--- src/rtl/linear_interp_pitch_resampler_defines.svh ---
// assertion macros for the pitch resampler
`ifndef LINEAR_INTERP_PITCH_RESAMPLER_DEFINES_SVH
`define LINEAR_INTERP_PITCH_RESAMPLER_DEFINES_SVH

// same-cycle implication, checked on clk outside of rst
`define LIPR_ASSERT_NOW(lbl, ante, cons, msg) \
  lbl: assert property (@(posedge clk) disable iff (rst) (ante) |-> (cons)) \
    else $error(msg);

// next-cycle implication, checked on clk outside of rst
`define LIPR_ASSERT_NEXT(lbl, ante, cons, msg) \
  lbl: assert property (@(posedge clk) disable iff (rst) (ante) |=> (cons)) \
    else $error(msg);

`endif

--- src/rtl/lipr_pkg.sv ---
// shared constants and types of the pitch resampler
package lipr_pkg;

  localparam int INC_BITS  = 19;
  localparam int FRAC_BITS = 16;
  localparam int OWED_BITS = INC_BITS - FRAC_BITS;
  localparam int STEP_BITS = $clog2(FRAC_BITS);

  typedef logic [INC_BITS-1:0]  inc_t;
  typedef logic [FRAC_BITS-1:0] frac_t;
  typedef logic [OWED_BITS-1:0] owed_t;
  typedef logic [STEP_BITS-1:0] step_t;

  localparam inc_t  INC_MIN   = inc_t'(8192);
  localparam inc_t  INC_MAX   = inc_t'(262144);
  localparam inc_t  INC_RESET = inc_t'(65536);
  localparam owed_t OWED_RESET = owed_t'(1);
  localparam step_t STEP_LAST = step_t'(FRAC_BITS - 1);

endpackage

--- src/rtl/lipr_stream_if.sv ---
// input and result channel interfaces of the pitch resampler
interface lipr_stream_if #(parameter int SAMPLE_BITS = 24);
  logic                          valid;
  logic                          ready;
  logic signed [SAMPLE_BITS-1:0] sample_ch0;
  logic signed [SAMPLE_BITS-1:0] sample_ch1;

  modport source (output valid, output sample_ch0, output sample_ch1, input ready);
  modport sink (input valid, input sample_ch0, input sample_ch1, output ready);
endinterface

interface lipr_result_if #(parameter int SAMPLE_BITS = 24);
  logic                          valid;
  logic                          ready;
  logic signed [SAMPLE_BITS-1:0] out_ch0;
  logic signed [SAMPLE_BITS-1:0] out_ch1;
  logic                          last_of_run;

  modport source (output valid, output out_ch0, output out_ch1, output last_of_run,
                  input ready);
  modport sink (input valid, input out_ch0, input out_ch1, input last_of_run,
                output ready);
endinterface

--- src/rtl/linear_interp_pitch_resampler.sv ---
// linear interpolation pitch resampler with bit-serial fraction multiply
// an input item that owes no result is taken in the idle state, which then waits for the next item;
// otherwise each result takes a multiply step, the bit-serial multiply by the phase fraction,
// one bit per cycle, then a finish step that waits until the output register is free, writes it and steps the phase
// the first result is valid once the finish step has written the output register
// rst (synchronous) clears samples and phase, sets pitch to unity and owed to one
`include "linear_interp_pitch_resampler_defines.svh"

module linear_interp_pitch_resampler
  import lipr_pkg::*;
#(
  parameter int CHANNELS    = 2,
  parameter int SAMPLE_BITS = 24
) (
  input  logic                clk,
  input  logic                rst,
  input  logic                wr_en,
  input  logic [INC_BITS-1:0] wr_data,
  lipr_stream_if.sink         feed,
  lipr_result_if.source       result
);

  localparam logic [1:0] S_IDLE = 2'd0;
  localparam logic [1:0] S_MUL  = 2'd1;
  localparam logic [1:0] S_FIN  = 2'd2;

  logic [1:0] state;
  inc_t       pitch;
  inc_t       inc_used;
  inc_t       acc;
  frac_t      phase;
  frac_t      mult_bits;
  owed_t      owed;
  owed_t      owed_dec;
  step_t      step;
  logic       run_last;
  logic       out_free;
  logic       out_valid;
  logic       out_last;

  logic signed [SAMPLE_BITS-1:0] in_samp  [CHANNELS];
  logic signed [SAMPLE_BITS-1:0] older    [CHANNELS];
  logic signed [SAMPLE_BITS-1:0] newer    [CHANNELS];
  logic signed [SAMPLE_BITS:0]   diff     [CHANNELS];
  logic signed [SAMPLE_BITS+1:0] prod     [CHANNELS];
  logic signed [SAMPLE_BITS+1:0] prod_sum [CHANNELS];
  logic signed [SAMPLE_BITS-1:0] interp   [CHANNELS];
  logic signed [SAMPLE_BITS-1:0] out_val  [CHANNELS];

  assign in_samp[0] = feed.sample_ch0;

  generate
    if (CHANNELS > 1) begin : g_two
      assign in_samp[1]     = feed.sample_ch1;
      assign result.out_ch1 = out_val[1];
    end else begin : g_one
      assign result.out_ch1 = '0;
    end
  endgenerate

  always_comb begin
    for (int c = 0; c < CHANNELS; c++) begin
      prod_sum[c] = prod[c] + (mult_bits[0] ? {diff[c][SAMPLE_BITS], diff[c]} : '0);
      interp[c]   = older[c] + prod[c][SAMPLE_BITS-1:0];
    end
  end

  always_comb begin
    if (pitch < INC_MIN) begin
      inc_used = INC_MIN;
    end else if (pitch > INC_MAX) begin
      inc_used = INC_MAX;
    end else begin
      inc_used = pitch;
    end
    acc      = inc_t'(phase) + inc_used;
    run_last = acc[INC_BITS-1:FRAC_BITS] != '0;
    owed_dec = ((owed == '0) ? owed_t'(1) : owed) - owed_t'(1);
    out_free = !out_valid || result.ready;
  end

  assign feed.ready         = (state == S_IDLE);
  assign result.valid       = out_valid;
  assign result.last_of_run = out_last;
  assign result.out_ch0     = out_val[0];

  // config register
  always_ff @(posedge clk) begin
    if (rst) begin
      pitch <= INC_RESET;
    end else if (wr_en) begin
      pitch <= wr_data;
    end
  end

  // sequencer, phase and owed count
  always_ff @(posedge clk) begin
    if (rst) begin
      state     <= S_IDLE;
      phase     <= '0;
      owed      <= OWED_RESET;
      out_valid <= 1'b0;
      step      <= '0;
      mult_bits <= '0;
    end else begin
      if (out_valid && result.ready && state != S_FIN) begin
        out_valid <= 1'b0;
      end
      case (state)
        S_IDLE: begin
          if (feed.valid) begin
            owed <= owed_dec;
            if (owed_dec == '0) begin
              state     <= S_MUL;
              step      <= '0;
              mult_bits <= phase;
            end
          end
        end
        S_MUL: begin
          mult_bits <= mult_bits >> 1;
          step      <= step + step_t'(1);
          if (step == STEP_LAST) begin
            state <= S_FIN;
          end
        end
        S_FIN: begin
          if (out_free) begin
            out_valid <= 1'b1;
            phase     <= acc[FRAC_BITS-1:0];
            owed      <= acc[INC_BITS-1:FRAC_BITS];
            if (run_last) begin
              state <= S_IDLE;
            end else begin
              state     <= S_MUL;
              step      <= '0;
              mult_bits <= acc[FRAC_BITS-1:0];
            end
          end
        end
        default: begin
          state <= S_IDLE;
        end
      endcase
    end
  end

  // sample history
  always_ff @(posedge clk) begin
    if (rst) begin
      for (int c = 0; c < CHANNELS; c++) begin
        older[c] <= '0;
        newer[c] <= '0;
        diff[c]  <= '0;
      end
    end else if (state == S_IDLE && feed.valid) begin
      for (int c = 0; c < CHANNELS; c++) begin
        older[c] <= newer[c];
        newer[c] <= in_samp[c];
        diff[c]  <= {in_samp[c][SAMPLE_BITS-1], in_samp[c]}
                  - {newer[c][SAMPLE_BITS-1], newer[c]};
      end
    end
  end

  // shift-add product lanes and output register
  always_ff @(posedge clk) begin
    for (int c = 0; c < CHANNELS; c++) begin
      if (state == S_MUL) begin
        prod[c] <= prod_sum[c] >>> 1;
      end else if (state != S_FIN || out_free) begin
        prod[c] <= '0;
      end
      if (state == S_FIN && out_free) begin
        out_val[c] <= interp[c];
      end
    end
    if (state == S_FIN && out_free) begin
      out_last <= run_last;
    end
  end

  `LIPR_ASSERT_NOW(a_result_from_fin, $rose(out_valid), $past(state) == S_FIN, "result without finish step")
  `LIPR_ASSERT_NOW(a_owed_nonzero_idle, state == S_IDLE, owed != '0, "idle with no sample owed")
  `LIPR_ASSERT_NEXT(a_mul_runs, state == S_MUL && step != STEP_LAST, state == S_MUL, "multiply cut short")
  `LIPR_ASSERT_NEXT(a_last_ends_run, state == S_FIN && out_free && run_last, state == S_IDLE && out_last, "run did not end on last")

endmodule
--- src/flat_wrapper.sv ---
// flat-port wrapper written by rule: the top's interface ports become plain ports
module linear_interp_pitch_resampler_flat import lipr_pkg::*;
#(
  parameter int CHANNELS    = 2,
  parameter int SAMPLE_BITS = 24
)
  (clk, rst, wr_en, wr_data, feed_valid, feed_sample_ch0, feed_sample_ch1, feed_ready, result_valid, result_out_ch0, result_out_ch1, result_last_of_run, result_ready);
  lipr_stream_if #(.SAMPLE_BITS(SAMPLE_BITS)) feed_i ();
  lipr_result_if #(.SAMPLE_BITS(SAMPLE_BITS)) result_i ();
  input  logic clk;
  input  logic rst;
  input  logic wr_en;
  input  logic [INC_BITS-1:0] wr_data;
  input wire logic [$bits(feed_i.valid)-1:0] feed_valid;
  input wire logic [$bits(feed_i.sample_ch0)-1:0] feed_sample_ch0;
  input wire logic [$bits(feed_i.sample_ch1)-1:0] feed_sample_ch1;
  output wire logic [$bits(feed_i.ready)-1:0] feed_ready;
  output wire logic [$bits(result_i.valid)-1:0] result_valid;
  output wire logic [$bits(result_i.out_ch0)-1:0] result_out_ch0;
  output wire logic [$bits(result_i.out_ch1)-1:0] result_out_ch1;
  output wire logic [$bits(result_i.last_of_run)-1:0] result_last_of_run;
  input wire logic [$bits(result_i.ready)-1:0] result_ready;
  assign feed_i.valid = feed_valid;
  assign feed_i.sample_ch0 = feed_sample_ch0;
  assign feed_i.sample_ch1 = feed_sample_ch1;
  assign feed_ready = feed_i.ready;
  assign result_valid = result_i.valid;
  assign result_out_ch0 = result_i.out_ch0;
  assign result_out_ch1 = result_i.out_ch1;
  assign result_last_of_run = result_i.last_of_run;
  assign result_i.ready = result_ready;
  linear_interp_pitch_resampler #(.CHANNELS(CHANNELS), .SAMPLE_BITS(SAMPLE_BITS)) u_core (.clk(clk), .rst(rst), .wr_en(wr_en), .wr_data(wr_data), .feed(feed_i), .result(result_i));
endmodule
--- config.mk ---
export PLATFORM = sky130hd
export DESIGN_NAME = linear_interp_pitch_resampler_flat
export DESIGN_NICKNAME = d
export VERILOG_FILES = /design/src/rtl/lipr_pkg.sv /design/src/rtl/lipr_stream_if.sv /design/src/rtl/linear_interp_pitch_resampler.sv /design/src/flat_wrapper.sv
export VERILOG_INCLUDE_DIRS = /design/src /design/src/rtl
export SDC_FILE = /design/constraint.sdc
export NUM_CORES = 1
export LEC_CHECK = 0
export BUFFER_PORTS_ARGS = -buffer_cell sky130_fd_sc_hd__buf_2
export CORE_MARGIN = 2
export CORE_UTILIZATION = 49
export DETAILED_ROUTE_END_ITERATION = 6
export GPL_TIMING_DRIVEN = 0
export HOLD_SLACK_MARGIN = 0.08
export PLACE_DENSITY = 0.67
export SYNTH_ARGS = -nofsm -noshare
export SYNTH_HDL_FRONTEND = slang
export SYNTH_SLANG_ARGS = --single-unit
--- constraint.sdc ---
create_clock -name clk -period 11.85 [get_ports clk]
set_input_delay 0 -clock clk [delete_from_list [all_inputs] [get_ports clk]]
set_output_delay 0 -clock clk [all_outputs]
set_load 0.01 [all_outputs]
==> flow_metrics.tcl <==
set metrics [dict create \
    run_status "complete, no violations" \
    hp-class "in -> reg" \
    n_fill_cell 3382 \
    synth_largest_area_cell "edfxtp_1" \
    placed_cells_incl_taps 2594 \
    grt_setup_unrepaired "false" \
    power.share.clock_pct 33.7 \
    global_route_wire_length_before_repair_um 74400 \
    timing.hold.ws_ps 288 \
    ys_top_cells_by_area "edfxtp_1, ha_1, dfxtp_1, nor2_1, a21oi_1" \
    synth-seq-cells 306 \
    critical-path-max-stage-delay_ps 510 \
    gr-total-overflow 0 \
    first_global_vias 14600 \
    finish.utilization_pct 58.2 \
    slew_headroom_pct 12.1 \
    finalPower_mw 3.30 \
    ir_drop_mv 0.115 \
    worst-r2r-cell-count 19 \
    num_vias 15200 \
    hpwl_um 33700 \
    post-route-drc-count 0 \
    hold_viol 0 \
    htree_levels 2 \
    path_depth 19 \
    die_y_extent_um 201 \
    grt_use_total_pct 22.9 \
    path_clk_slew_ps 60 \
    timing.final.crit_share_pct 42.0 \
    cell_class_contributing_the_biggest_share_of_worst_path_delay "compound AO/OA/AOI/OAI gates" \
    port-buffer-count 120 \
    ys_async_sr_fraction_pct 0 \
    post_route_cells_drive_above_1_share_pct 8.91 \
    critical_path_end "u_core.step[0]" \
    maxCapViolations 0 \
    nNetsFinal 2449 \
    end_kind "flip-flop" \
    synth_top_flop_cell "edfxtp_1" \
    crit_start "u_core.pitch[16]" \
    power_density_nw_per_um2 148 \
    arrival_ps 5390 \
    finalWorstSetupSlack_ps 6870 \
    r2r_start "u_core.pitch[16]" \
    synth_top_cells_by_count "nor2_1, edfxtp_1, ha_1" \
    coreArea_um2 38400 \
    fin_skew_ps 13.6 \
    detail-route-antenna-nets 0 \
    post_synth_instance_area_um2 18900 \
    start_util_pct 49.4 \
    p_leak_nw 9.44 \
    critical-path-top-cell-by-count "o21a_1" \
    warnings_from_yosys 0 \
    synth_top_area_share_pct 34.9 \
    drt_iter0_markers 789 \
    synthesis.instances 1953 \
    layout.cells.non_filler 2752 \
    first_pass_iters 7 \
    flop_pwr_share_pct 41.3 \
    timing.critical_path.slowest_stage_cell "or4_1" \
    antenna_found_initial 2 \
    crit_path_start_kind "flip-flop" \
    yosysMostFrequentCell "nor2_1" \
    synth_enable_flop_cells 220 \
    synth_cell_type_count 77 \
    switching_fraction_of_total_power_pct 30.4 \
    preCtsSetupSlack_ps 7000 \
    cts_buffers 37 \
    clock-sinks 306 \
    die_w_um 201 \
    tritoncts_clock_tree "yes" \
    crit_buf_inv 3 \
    setup_total_negative_slack_ps 0 \
    intPower_mw 2.30 \
    cts_root_buffer "clkbuf_16" \
    clock.fmax_ghz 0.201 \
    grt_max_degree 70 \
    max_slew.worst_pin.slew_ps 1310 \
    critical_path_peak_fanout 10 \
    yosysSeqAreaShare_pct 44.0 \
    net_count_after_synthesis 2197 \
    cp_data_required_time_ps 12260 \
    combinationalPowerShare_pct 25.0 \
    post_synth.cell_area_avg_um2 9.70 \
    place_congestion 0.847 \
    dieArea_um2 40200 \
    cp_cell_sequence "or4_1, nand2b_1, o21ai_0, o21a_1, clkbuf_1, and2_1, ha_1, fa_1, a211oi_1, o21a_1, o31a_1, o211ai_1, a2111oi_4, nor3_2, buf_6, buf_2, nor3_1, a21oi_1, nor2_1" \
    fin_area_um2 22300 \
    slew_viol_final 0 \
    design.portCount 123 \
    insertion_delay_ps 550 \
    cts_max_path_buffers 3 \
    postRouteWirelength_um 47000 \
    final_setup_viols 0 \
    power.net_switching_mw 1.00 \
    number_of_vias_per_cell 5.53 \
    rows 72 \
    crit_type "reg -> reg" \
    syn_to_final_growth_pct 18.0 \
    detail_route.wl_per_cell_um 17.1 \
    r2r_slack_ps 6870 \
    reg2reg_to "u_core.step[0]" \
    final_period_minus_worst_setup_slack_ps 4980 \
    dpl-instance-area_um2 20300 \
]
## layer usage
layer	global-route usage, %	vias up	part of all wire [%]
met5	0	-	0.023
met4	8.28	2	3.1
met3	3.96	90	4.5
met2	38.3	360	47
met1	30.1	7195	46
li1	-	7566	-
## repair_timing
item,4_1_cts,5_1_grt
gates resized for setup,0,0
hold buffers,90,0
buffers inserted,0,0
hold endpoints to repair,108,0
endpoints found under the setup margin,0,0
## cell usage in the layout (no fill, tap or decap), drive strengths merged, types with 20 or more instances in the layout
cell,instances
a21oi,152
mux2i,20
nor3,32
dlygate4sd3,90
edfxtp,220
nand2b,20
nand3,32
xor2,50
nand2,149
nor2b,33
a21o,41
dfxtp,86
ha,165
nor2,228
a211oi,22
clkbuf,108
xnor2,67
and2,117
buf,130
o21a,40
inv,100
o21ai,95
## how the worst min path moves through the flow
| stage | start | end | slack (ps) | cells after the start |
|---|---|---|---|---|
| 3_5_place_dp | wr_data[16] | u_core.pitch[16] | 240 | 3 |
| 3_3_place_gp | wr_data[16] | u_core.pitch[16] | 220 | 3 |
| 5_1_grt | feed_sample_ch1[4] | u_core.newer[0][28] | 290 | 3 |
| 4_1_cts | feed_sample_ch1[11] | u_core.newer[0][35] | 260 | 3 |
| 2_1_floorplan | wr_data[16] | u_core.pitch[16] | 130 | 2 |
| 6_report | feed_sample_ch1[11] | u_core.newer[0][35] | 290 | 3 |
## power by group through the flow
stage / combinational [mW] / sequential, mW / clock [mW]
2_1_floorplan: 0.586 / 1.38 / 0
3_3_place_gp: 0.766 / 1.40 / 0
3_5_place_dp: 0.787 / 1.39 / 0
4_1_cts: 0.820 / 1.36 / 1.13
5_1_grt: 0.917 / 1.38 / 1.17
6_report: 0.825 / 1.36 / 1.11
## cell families after synthesis
family,synth area share [%]
muxes,1.06
xor gates and xnor gates,5.41
DFF,44.0
adders and majority gates,11.6
buffers and inverters,3.20
and+or+nand+nor,17.3
AOI/OAI and AO/OA,17.4
## flip-flops by register name, indices dropped and copies added (netlist names), 4 cells and up
name / cells
u_core.phase: 16
u_core.step: 4
u_core.mult_bits: 16
u_core.diff: 50
u_core.newer: 48
u_core.prod: 50
u_core.pitch: 19
u_core.out_val: 48
u_core.older: 48
## worst register-to-register path: cells and delay by family (launching register included)
| family | cells | cell delay [ps] |
|---|---|---|
| flip-flops | 1 | 380 |
| AO/OA/AOI/OAI | 8 | 1880 |
| AND/OR/NAND/NOR | 6 | 1310 |
| buffers and inverters | 3 | 740 |
| adder cells (fa/ha/maj) | 2 | 510 |
## final cells by class
type / count / area (µm²) / area share [%]
Antenna cell: 1 / 2.50 / 0.0112
Inverter: 100 / 375 / 1.68
Buffer: 57 / 233 / 1.04
Clock buffer: 58 / 1110 / 4.95
Timing Repair Buffer: 213 / 1570 / 7.02
Clock inverter: 9 / 72.6 / 0.325
Tap cell: 518 / 648 / 2.90
Sequential cell: 306 / 8330 / 37.3
Multi-Input combinational cell: 1490 / 10000 / 44.8
Power figures use the tool's default switching activity.
